**src/rtl/pate_pkg.sv**
```systemverilog
// Shared types and codes for the positional array table engine.
package pate_pkg;

  localparam int DEPTH_DEF = 32;
  localparam int CMD_W     = 3;
  localparam int POS_W     = 6;
  localparam int VAL_W     = 32;
  localparam int STAT_W    = 3;
  localparam int FILL_W    = 7;

  localparam logic [CMD_W-1:0] CMD_CLEAR  = 3'd0;
  localparam logic [CMD_W-1:0] CMD_INSERT = 3'd1;
  localparam logic [CMD_W-1:0] CMD_DELETE = 3'd2;
  localparam logic [CMD_W-1:0] CMD_SEARCH = 3'd3;
  localparam logic [CMD_W-1:0] CMD_DUMP   = 3'd4;

  localparam logic [STAT_W-1:0] ST_OK      = 3'd0;
  localparam logic [STAT_W-1:0] ST_FULL    = 3'd1;
  localparam logic [STAT_W-1:0] ST_BADPOS  = 3'd2;
  localparam logic [STAT_W-1:0] ST_EMPTY   = 3'd3;
  localparam logic [STAT_W-1:0] ST_NOMATCH = 3'd4;

  typedef enum logic [2:0] {
    S_IDLE,
    S_INS,
    S_INS_PUT,
    S_DEL,
    S_SCAN,
    S_SCAN_END,
    S_FINISH
  } state_t;

endpackage

```
**src/rtl/pate_ram.sv**
```systemverilog
// Generic single-write, single-read RAM with registered read data.
module pate_ram #(
  parameter int WIDTH = 32,
  parameter int DEPTH = 32,
  parameter int AW    = (DEPTH > 1) ? $clog2(DEPTH) : 1
) (
  input  logic             clk,
  input  logic             we,
  input  logic [AW-1:0]    waddr,
  input  logic [WIDTH-1:0] wdata,
  input  logic             re,
  input  logic [AW-1:0]    raddr,
  output logic [WIDTH-1:0] rdata
);

  logic [WIDTH-1:0] mem [DEPTH];

  always_ff @(posedge clk) begin
    if (we) begin
      mem[waddr] <= wdata;
    end
    if (re) begin
      rdata <= mem[raddr];
    end
  end

endmodule

```
**src/rtl/positional_array_table_engine.sv**
```systemverilog
// Top level of the positional array table engine: command sequencer around the entry RAM.
//
// One command is taken at a time; in_stall is low only while the sequencer is idle, and a
// finished result may still wait in the output register while the next command is taken.
// The entries sit in one RAM with one read and one write port, and every walk moves one
// entry per cycle through that read port while the result side does not stall the walk.
// Commands 5 to 7 are taken and dropped.
module positional_array_table_engine #(
  parameter int DEPTH = pate_pkg::DEPTH_DEF,
  parameter int AW    = (DEPTH > 1) ? $clog2(DEPTH) : 1
) (
  input  logic                               clk,
  input  logic                               rst_n,
  input  logic                               in_valid,
  output logic                               in_stall,
  input  logic        [pate_pkg::CMD_W-1:0]  in_command,
  input  logic        [pate_pkg::POS_W-1:0]  in_position,
  input  logic signed [pate_pkg::VAL_W-1:0]  in_value,
  output logic                               out_valid,
  input  logic                               out_stall,
  output logic        [pate_pkg::STAT_W-1:0] out_status,
  output logic        [pate_pkg::POS_W-1:0]  out_index,
  output logic signed [pate_pkg::VAL_W-1:0]  out_data,
  output logic        [pate_pkg::FILL_W-1:0] out_fill,
  output logic                               out_last
);

  import pate_pkg::*;

  localparam logic [FILL_W-1:0] CAP = FILL_W'(DEPTH);

  state_t              state_r, state_nxt;
  logic [FILL_W-1:0]   count_r, count_nxt;
  logic [AW-1:0]       ptr_r, ptr_nxt;
  logic [POS_W-1:0]    pos_r, pos_nxt;
  logic [VAL_W-1:0]    key_r, key_nxt;
  logic                dump_r, dump_nxt;
  logic                hit_r, hit_nxt;
  logic [AW-1:0]       hit_idx_r, hit_idx_nxt;
  logic [STAT_W-1:0]   res_status_r, res_status_nxt;
  logic [POS_W-1:0]    res_index_r, res_index_nxt;
  logic [VAL_W-1:0]    res_data_r, res_data_nxt;

  logic                out_valid_r;
  logic [STAT_W-1:0]   out_status_r;
  logic [POS_W-1:0]    out_index_r;
  logic [VAL_W-1:0]    out_data_r;
  logic [FILL_W-1:0]   out_fill_r;
  logic                out_last_r;

  logic                ld;
  logic [STAT_W-1:0]   ld_status;
  logic [POS_W-1:0]    ld_index;
  logic [VAL_W-1:0]    ld_data;
  logic                ld_last;
  logic                out_free;

  logic                ram_we;
  logic [AW-1:0]       ram_waddr;
  logic [VAL_W-1:0]    ram_wdata;
  logic                ram_re;
  logic [AW-1:0]       ram_raddr;
  logic [VAL_W-1:0]    ram_rdata;

  logic [FILL_W-1:0]   ptr_ext;
  logic                at_end;
  logic                match;
  logic                need_out;

  pate_ram #(.WIDTH(VAL_W), .DEPTH(DEPTH), .AW(AW)) u_ram (
    .clk   (clk),
    .we    (ram_we),
    .waddr (ram_waddr),
    .wdata (ram_wdata),
    .re    (ram_re),
    .raddr (ram_raddr),
    .rdata (ram_rdata)
  );

  assign out_free = !out_valid_r || !out_stall;
  assign ptr_ext  = FILL_W'(ptr_r);
  assign at_end   = (ptr_ext + 7'd1) == count_r;
  assign match    = ram_rdata == key_r;
  assign need_out = match && hit_r;

  always_comb begin
    state_nxt      = state_r;
    count_nxt      = count_r;
    ptr_nxt        = ptr_r;
    pos_nxt        = pos_r;
    key_nxt        = key_r;
    dump_nxt       = dump_r;
    hit_nxt        = hit_r;
    hit_idx_nxt    = hit_idx_r;
    res_status_nxt = res_status_r;
    res_index_nxt  = res_index_r;
    res_data_nxt   = res_data_r;
    ld             = 1'b0;
    ld_status      = ST_OK;
    ld_index       = '0;
    ld_data        = '0;
    ld_last        = 1'b1;
    ram_we         = 1'b0;
    ram_waddr      = ptr_r;
    ram_wdata      = ram_rdata;
    ram_re         = 1'b0;
    ram_raddr      = ptr_r;

    unique case (state_r)
      S_IDLE: begin
        if (in_valid) begin
          pos_nxt        = in_position;
          key_nxt        = in_value;
          dump_nxt       = (in_command == CMD_DUMP);
          hit_nxt        = 1'b0;
          res_status_nxt = ST_OK;
          res_index_nxt  = '0;
          res_data_nxt   = '0;
          unique case (in_command) inside
            CMD_CLEAR: begin
              count_nxt = '0;
              state_nxt = S_FINISH;
            end
            CMD_INSERT: begin
              if (count_r >= CAP) begin
                res_status_nxt = ST_FULL;
                state_nxt      = S_FINISH;
              end else if ({1'b0, in_position} > count_r) begin
                res_status_nxt = ST_BADPOS;
                state_nxt      = S_FINISH;
              end else if ({1'b0, in_position} == count_r) begin
                state_nxt = S_INS_PUT;
              end else begin
                ram_re    = 1'b1;
                ram_raddr = AW'(count_r - 7'd1);
                ptr_nxt   = AW'(count_r - 7'd1);
                state_nxt = S_INS;
              end
            end
            CMD_DELETE: begin
              if (count_r == '0) begin
                res_status_nxt = ST_EMPTY;
                state_nxt      = S_FINISH;
              end else if ({1'b0, in_position} >= count_r) begin
                res_status_nxt = ST_BADPOS;
                state_nxt      = S_FINISH;
              end else begin
                ram_re    = 1'b1;
                ram_raddr = AW'(in_position);
                ptr_nxt   = AW'(in_position);
                state_nxt = S_DEL;
              end
            end
            CMD_SEARCH, CMD_DUMP: begin
              if (count_r == '0) begin
                res_status_nxt = ST_EMPTY;
                state_nxt      = S_FINISH;
              end else begin
                ram_re    = 1'b1;
                ram_raddr = '0;
                ptr_nxt   = '0;
                state_nxt = S_SCAN;
              end
            end
            default: begin
              state_nxt = S_IDLE;
            end
          endcase
        end
      end
      S_INS: begin
        ram_we    = 1'b1;
        ram_waddr = ptr_r + AW'(1);
        if (ptr_ext == {1'b0, pos_r}) begin
          state_nxt = S_INS_PUT;
        end else begin
          ram_re    = 1'b1;
          ram_raddr = ptr_r - AW'(1);
          ptr_nxt   = ptr_r - AW'(1);
        end
      end
      S_INS_PUT: begin
        ram_we         = 1'b1;
        ram_waddr      = AW'(pos_r);
        ram_wdata      = key_r;
        count_nxt      = count_r + 7'd1;
        res_status_nxt = ST_OK;
        res_index_nxt  = pos_r;
        res_data_nxt   = key_r;
        state_nxt      = S_FINISH;
      end
      S_DEL: begin
        if (ptr_ext == {1'b0, pos_r}) begin
          res_data_nxt = ram_rdata;
        end else begin
          ram_we    = 1'b1;
          ram_waddr = ptr_r - AW'(1);
        end
        if (!at_end) begin
          ram_re    = 1'b1;
          ram_raddr = ptr_r + AW'(1);
          ptr_nxt   = ptr_r + AW'(1);
        end else begin
          count_nxt      = count_r - 7'd1;
          res_status_nxt = ST_OK;
          res_index_nxt  = pos_r;
          state_nxt      = S_FINISH;
        end
      end
      S_SCAN: begin
        if (dump_r ? out_free : (!need_out || out_free)) begin
          if (dump_r) begin
            ld       = 1'b1;
            ld_index = POS_W'(ptr_r);
            ld_data  = ram_rdata;
            ld_last  = at_end;
          end else begin
            if (need_out) begin
              ld       = 1'b1;
              ld_index = POS_W'(hit_idx_r);
              ld_data  = key_r;
              ld_last  = 1'b0;
            end
            if (match) begin
              hit_nxt     = 1'b1;
              hit_idx_nxt = ptr_r;
            end
          end
          if (at_end) begin
            state_nxt = dump_r ? S_IDLE : S_SCAN_END;
          end else begin
            ram_re    = 1'b1;
            ram_raddr = ptr_r + AW'(1);
            ptr_nxt   = ptr_r + AW'(1);
          end
        end
      end
      S_SCAN_END: begin
        if (out_free) begin
          ld = 1'b1;
          if (hit_r) begin
            ld_index = POS_W'(hit_idx_r);
            ld_data  = key_r;
          end else begin
            ld_status = ST_NOMATCH;
          end
          state_nxt = S_IDLE;
        end
      end
      S_FINISH: begin
        if (out_free) begin
          ld        = 1'b1;
          ld_status = res_status_r;
          ld_index  = res_index_r;
          ld_data   = res_data_r;
          state_nxt = S_IDLE;
        end
      end
      default: begin
        state_nxt = S_IDLE;
      end
    endcase
  end

  always_ff @(posedge clk) begin
    if (!rst_n) begin
      state_r     <= S_IDLE;
      count_r     <= '0;
      hit_r       <= 1'b0;
      out_valid_r <= 1'b0;
    end else begin
      state_r     <= state_nxt;
      count_r     <= count_nxt;
      hit_r       <= hit_nxt;
      out_valid_r <= ld || (out_valid_r && out_stall);
    end
  end

  always_ff @(posedge clk) begin
    ptr_r        <= ptr_nxt;
    pos_r        <= pos_nxt;
    key_r        <= key_nxt;
    dump_r       <= dump_nxt;
    hit_idx_r    <= hit_idx_nxt;
    res_status_r <= res_status_nxt;
    res_index_r  <= res_index_nxt;
    res_data_r   <= res_data_nxt;
    if (ld) begin
      out_status_r <= ld_status;
      out_index_r  <= ld_index;
      out_data_r   <= ld_data;
      out_fill_r   <= count_r;
      out_last_r   <= ld_last;
    end
  end

  assign in_stall   = (state_r != S_IDLE);
  assign out_valid  = out_valid_r;
  assign out_status = out_status_r;
  assign out_index  = out_index_r;
  assign out_data   = out_data_r;
  assign out_fill   = out_fill_r;
  assign out_last   = out_last_r;

endmodule

```
**config.mk**
```make
export PLATFORM = sky130hd
export DESIGN_NAME = positional_array_table_engine
export DESIGN_NICKNAME = d
export VERILOG_FILES = /design/src/rtl/pate_pkg.sv /design/src/rtl/pate_ram.sv /design/src/rtl/positional_array_table_engine.sv
export SDC_FILE = /design/constraint.sdc
export NUM_CORES = 2
export LEC_CHECK = 0
export CAP_MARGIN = 20
export CORE_ASPECT_RATIO = 2
export CORE_MARGIN = 3
export CORE_UTILIZATION = 47
export DETAILED_ROUTE_END_ITERATION = 10
export DONT_BUFFER_PORTS = 1
export HOLD_SLACK_MARGIN = 0.05
export PLACE_DENSITY = 0.64
export SLEW_MARGIN = 20
export SYNTH_ARGS = -nofsm -noshare
export SYNTH_HDL_FRONTEND = slang
export SYNTH_SLANG_ARGS = --single-unit
export TNS_END_PERCENT = 10
```
**constraint.sdc**
```tcl
create_clock -name clk -period 9 [get_ports clk]
set_input_delay 0.45 -clock clk [delete_from_list [all_inputs] [get_ports clk]]
set_output_delay 0.45 -clock clk [all_outputs]
set_load 0.005 [all_outputs]
```
After elaboration in Yosys (flattened, before gate mapping)
Memory sizes are Yosys's and may differ from the RTL's. A register that Yosys moved wholly into a read port is not among the register bits.
Cells that the tools add are included.
{"block": "word_totals", "ram_bits": 1024, "word_cells": 170, "memories": 1, "ff_bits": 151}
{"block": "op_classes", "n_addsub": 5, "order_cmp": 3, "n_mux": 94, "n_eq_ne": 24, "bitwise_logic": 1, "n_reduce_logical": 25}
{"memory": "u_ram.mem", "depth": 32, "word_bits": 32, "rd": 1, "rd_ports_with_merged_regs": 1, "wr": 1, "line": "pate_ram.sv:16", "rtl": "logic [WIDTH-1:0] mem [DEPTH];"}
{"operator": "32-bit 2-to-1 mux", "count": 9}
{"operator": "32-bit case mux with 3 select lines", "count": 2}
{"operator": "5-bit 2-to-1 mux", "count": 15}
{"operator": "3-bit 2-to-1 mux", "count": 16}
{"operator": "6-bit case mux with 3 select lines", "count": 2}
{"operator": "32-bit equality test", "count": 1}
{"operator": "5-bit case mux with 3 select lines", "count": 2}
{"operator": "1-bit 2-to-1 mux", "count": 23}
{"operator": "7-bit 2-to-1 mux", "count": 3}
{"operator": "7-bit case mux with 3 select lines", "count": 1}
{"operator": "5-bit case mux with 4 select lines", "count": 1}
{"operator": "6-bit 2-to-1 mux", "count": 3}
{"operator": "2-bit inequality test, second input constant", "count": 9}
{"operator": "3-bit case mux with 6 select lines", "count": 1}
{"operator": "6-bit by 7-bit equality test with 1-bit output", "count": 2}
{"operator": "2-bit 2-to-1 mux", "count": 7}
{"operator": "3-bit by 2-bit equality test with 1-bit output, second input constant", "count": 4}
{"operator": "3-bit equality test, second input constant", "count": 4}
{"operator": "3-bit case mux with 4 select lines", "count": 1}
{"operator": "3-bit case mux with 3 select lines", "count": 1}
{"operator": "4-bit AND reduction", "count": 2}
{"operator": "7-bit by 1-bit adder with 7-bit output, second input constant", "count": 1}
{"operator": "6-bit by 7-bit >= comparator with 1-bit output", "count": 1}
{"operator": "7-bit by 6-bit >= comparator with 1-bit output, second input constant", "count": 1}
{"operator": "26 further kinds", "count": 40}

Logic depth before layout (Yosys ltp)
{"block": "logic_depth", "depth_word": 8, "mapped_depth": 19}

By module
Synthesis repeated with hierarchy kept, for this count alone.
{"block": "unflattened", "cells_unflattened": 3087, "hier_area_um2": 49037.0}
{"mod": "pate_ram", "instances": 1, "area_each_um2": 40812.9, "cells_per_inst": 2260}
{"mod": "positional_array_table_engine", "instances": 1, "area_each_um2": 8224.1, "cells_per_inst": 827}

Worst setup path after synthesis
Ideal clock, no wire load.
{"block": "synth_timing", "kind": "flip-flop to flip-flop", "startpoint": "register state_r[1]", "endpoint": "register res_data_r[0] (enable)", "n_path_buf": 1, "t_arrival_ps": 3765, "path_stages_with_launch": 6, "setup_time_ps": 441, "slack_ps": 4794, "cell_sequence": "dfxtp_1 > nor2_1 > and3_1 > clkbuf_1 > nor2_1 > a31oi_1"}
{"block": "synth_between", "elab_chain_cells": 3, "elab_cells_between_ends": 7, "classes_between": "4 x eq/ne; 3 x reduce/logical"}
{"element": "from (decl)", "line": "positional_array_table_engine.sv:32", "rtl": "state_t state_r, state_nxt;"}
{"element": "from (signal assigned)", "line": "positional_array_table_engine.sv:272", "rtl": "state_r <= state_nxt;"}
{"element": "3-bit by 2-bit equality test with 1-bit output / 3-bit zero test (equally long branches)", "line": "positional_array_table_engine.sv:109", "rtl": "unique case (state_r)"}
{"element": "2-bit inequality test (no line) / 3-bit nonzero test (equally long branches)"}
{"element": "3-bit AND reduction (no line) (*)"}
{"element": "to (signal assigned)", "line": "positional_array_table_engine.sv:287", "rtl": "res_data_r <= res_data_nxt;"}
{"element": "to (decl)", "line": "positional_array_table_engine.sv:42", "rtl": "logic [VAL_W-1:0] res_data_r, res_data_nxt;"}
Every way passes the cells marked *; elsewhere a longest branch is shown, timed or not.
A chain may end at the register's enable or synchronous reset.

Final worst setup path
{"block": "layout_timing", "startpoint": "register key_r[0]", "endpoint": "register u_ram.rdata[4], read port of u_ram.mem (data pin)"}
{"block": "layout_between", "elab_chain_cells": 7, "elab_cells_between_ends": 9, "classes_between": "1 x eq/ne; 5 x mux; 3 x reduce/logical"}
{"element": "from (decl)", "line": "positional_array_table_engine.sv:36", "rtl": "logic [VAL_W-1:0] key_r, key_nxt;"}
{"element": "from (signal assigned)", "line": "positional_array_table_engine.sv:282", "rtl": "key_r <= key_nxt;"}
{"element": "32-bit equality test (*)", "line": "positional_array_table_engine.sv:83", "rtl": "assign match = ram_rdata == key_r;"}
{"element": "1-bit logical AND (*)", "line": "positional_array_table_engine.sv:84", "rtl": "assign need_out = match && hit_r;"}
{"element": "1-bit zero test (*)", "line": "positional_array_table_engine.sv:211", "rtl": "if (dump_r ? out_free : (!need_out || out_free)) begin"}
{"element": "1-bit logical OR (*)", "line": "positional_array_table_engine.sv:211"}
{"element": "1-bit 2-to-1 mux (*)", "line": "positional_array_table_engine.sv:211"}
{"element": "5-bit 2-to-1 mux / 1-bit 2-to-1 mux (equally long branches)", "line": "positional_array_table_engine.sv:211"}
{"element": "5-bit case mux with 4 select lines / 1-bit case mux with 4 select lines (equally long branches)"}
{"element": "to (decl)", "line": "pate_ram.sv:13", "rtl": "output logic [WIDTH-1:0] rdata"}
Marked as above.

==> results_dict.tcl <==
set metrics [dict create \
    setup_tns_ns 0 \
    maxCapViolations 0 \
    ys.flop_type "edfxtp_1" \
    synth.most_common_cell "edfxtp_1" \
    synth_top_cell_by_area "edfxtp_1" \
    met1_usage_pct 27.52 \
    dp_hpwl_um 82220 \
    ys_top_cells_by_count "edfxtp_1, mux2i_1, nor2_1" \
    cts-buffers-inserted 98 \
    fmax_mhz 156.3 \
    layout.nets 3049 \
    fill_cells 8307 \
    use_met2_pct 45.30 \
    async_flop_share_pct 0 \
    worst-path-buf-inv 2 \
    hold_depth 2 \
    drive_gt1_share_pct 11.09 \
    routabilityCongestion 0.8905 \
    p_leak_uw 0.01685 \
    end_kind "register" \
    grt_usage_pct 24.54 \
    busiest_layer "met2" \
    cts_sinks 1206 \
    hold_viol_final 0 \
    worst-path-max-fanout 38 \
    final.setup_skew_ns 0.03231 \
    path_clk_slew_ns 0.07 \
    r2r-end "u_ram.rdata[4]$_DFFE_PP_" \
    synth_enable_flop_cells 1189 \
    seqCellArea_sq_um 36050 \
    critPathMostFrequentCell "buf_4" \
    synth_cell_types 71 \
    overflow 0 \
    relSlewSlack_pct 22.49 \
    clk_path_buf_depth 3 \
    setup_violations 0 \
    max_stage_delay_ns 0.85 \
    r2r_cells 12 \
    fp-row-count 168 \
    synth_seq_area_share_pct 72.17 \
    path_class "reg -> reg" \
    yosys.area.top_type_share_pct 71.48 \
    hp-start "out_stall" \
    crit_family "simple AND/OR/NAND/NOR gates" \
    yosysWarnings 0 \
    fin_hold_ws_ns 0.1106 \
    grtUsageMet3_pct 3.245 \
    syn_to_final_growth_pct 10.55 \
    min_to "out_valid$_SDFF_PN0_" \
    yosys-top-cells-area "edfxtp_1, mux2i_1, o221ai_1" \
    drtIter0Drc 2820 \
    die_y_um 467.0 \
    r2r-start "key_r[0]$_DFFE_PP_" \
    worstHoldPathType "in -> reg" \
    drcViolationCount 0 \
    die_w_um 236.5 \
    io_buffers 0 \
    p_per_area_nw_per_um2 378.1 \
    routed_wl_um 137500 \
    grt_start_max_net_pins 112 \
    r2r_setup_slack_ns 2.60 \
    crit_slowest_cell "o21ai_0" \
    via_per_inst 6.185 \
    start_util_pct 47.52 \
    crit_required_ns 9.40 \
    tritoncts "done" \
    crit_path_cell_trace "xnor2_1, nand4_1, nor4_1, nand2_1, o21ai_0, a21oi_1, a221oi_4, buf_4, buf_4, mux2i_1, o22ai_1, nor4_2" \
    vdd_drop_max_uv 386.2 \
    slew_violations 0 \
    post-cts-setup-buffers 0 \
    syn_inst 2965 \
    ctsResizeCount 0 \
    grt_pass1_vias 28180 \
    clk_latency_ns 0.71 \
    start_kind "register" \
    vias 27400 \
    grt_first_pass_wirelength_um 197200 \
    routedWlPerCell_um 31.05 \
    fp.dieArea_sq_um 110500 \
    arrival_ns 6.80 \
    outcome "completed" \
    fin_crit_sh_pct 71.11 \
    netlist_area_sq_um 49950 \
    cts-root-buf "clkbuf_16" \
    ys_seq_elements 1206 \
    multiInputGateArea_sq_um 13190 \
    design.core.area_sq_um 105100 \
    hold_buffers 41 \
    drtAntennaViolNets 0 \
    io_pins 96 \
    synth_area_per_cell_sq_um 16.85 \
    antenna_found_initial 5 \
    min_period_ns 6.400 \
    htreeDepth 3 \
    tightest_slew_ns 1.163 \
    rsz0062_at_grt "false" \
    syn-num-nets 3020 \
    first_pass_iters 6 \
]
## sequential cells by signal (all words and copies together) (netlist names), 3 cells and up
name	count
pos_r	6
u_ram.rdata	32
out_fill	7
res_data_r	32
out_status	3
ptr_r	5
out_index	6
out_data	32
count_r	7
state_r	3
res_index_r	6
hit_idx_r	5
u_ram.mem	1024
key_r	32
## cells in the final DEF, fill, tap and decap left out, drive strengths merged, types with 4 or more instances in the layout
master and count:
xnor2 41, nor4 38, dfxtp 17, mux2i 708, nand4 11, o21ai 62
buf 72, bufinv 13, o221ai 72, a31oi 6, o21a 6, nand2 48
xor2 9, nor2b 5, a21boi 4, and2 14, clkinv 34, and3 15
nor2 113, nor3 17, nand2b 5, inv 25, a21oi 98, or3 10
nand3 12, a211oi 36, edfxtp 1189, nor3b 4, mux2 33, o22ai 68
clkbuf 118, a22oi 69, dlygate4sd3 41, ha 10, diode 4
## final cells by class
cell class / count / share of cell area (%)
multi-input combinational: 1555 / 23.89
tap: 1360 / 3.082
inverter: 20 / 0.1360
clock buffer: 118 / 4.616
clock inverter: 54 / 1.138
sequential: 1206 / 65.29
antenna: 4 / 0.01813
timing repair buffer: 113 / 1.836
## layer usage
metal	routed length, um	up-vias
met5	0	-
met2	73750	1057
met4	7723	0
met1	48760	14190
met3	7296	314
li1	-	11840
## per-stage QoR
step | power, uW | util [%] | area [sq um] | setup slack (ns) | instances
after floorplan | 13720 | - | 49950 | 4.794 | 2965
after global placement | 16410 | 49.11 | 51620 | 2.779 | 4213
after detailed placement | 16600 | 49.11 | 51620 | 2.625 | 4213
after CTS | 20930 | 52.53 | 55200 | 2.652 | 4426
after global routing | 21620 | 52.53 | 55210 | 2.334 | 4428
final | 20880 | 52.53 | 55210 | 2.600 | 4430
## how the worst max path moves through the flow
stage                                        from                        end  slack, ns  depth (start not counted)
after floorplan           state_r[1]$_SDFFE_PN0P_    res_data_r[0]$_DFFE_PP_       4.79                          5
after global placement           ptr_r[0]$_DFF_P_  u_ram.rdata[18]$_DFFE_PP_       2.78                         14
after detailed placement         ptr_r[0]$_DFF_P_  u_ram.rdata[18]$_DFFE_PP_       2.62                         14
after CTS                        ptr_r[0]$_DFF_P_  u_ram.rdata[18]$_DFFE_PP_       2.65                         14
after global routing           key_r[0]$_DFFE_PP_   u_ram.rdata[4]$_DFFE_PP_       2.33                         12
final                          key_r[0]$_DFFE_PP_   u_ram.rdata[4]$_DFFE_PP_       2.60                         12
## worst register-to-register path, stage by stage (launching register included)
cell      delay, ns
edfxtp_1       0.46
xnor2_1        0.53
nand4_1        0.45
nor4_1         0.34
nand2_1        0.36
o21ai_0        0.86
a21oi_1        0.17
a221oi_4       0.48
buf_4          0.71
buf_4          0.60
mux2i_1        0.27
o22ai_1        0.13
nor4_2         0.75
## where the power goes
part	switching, uW	internal (uW)	total [uW]	leakage [uW]
Combinational	5630	2450	8080	0.00439
Sequential	400	8050	8450	0.0109
Clock	1960	2390	4350	0.00154
## kinds of logic after synthesis
kind of cell / share of synthesized area (%)
buffers and inverters: 2.099
xor gates and xnor gates: 0.9394
DFF: 72.17
adders and majority gates: 0.2505
and+or+nand+nor: 3.337
muxes: 14.93
AOI/OAI and AO/OA: 6.275
(Power assumes the default switching activity.)
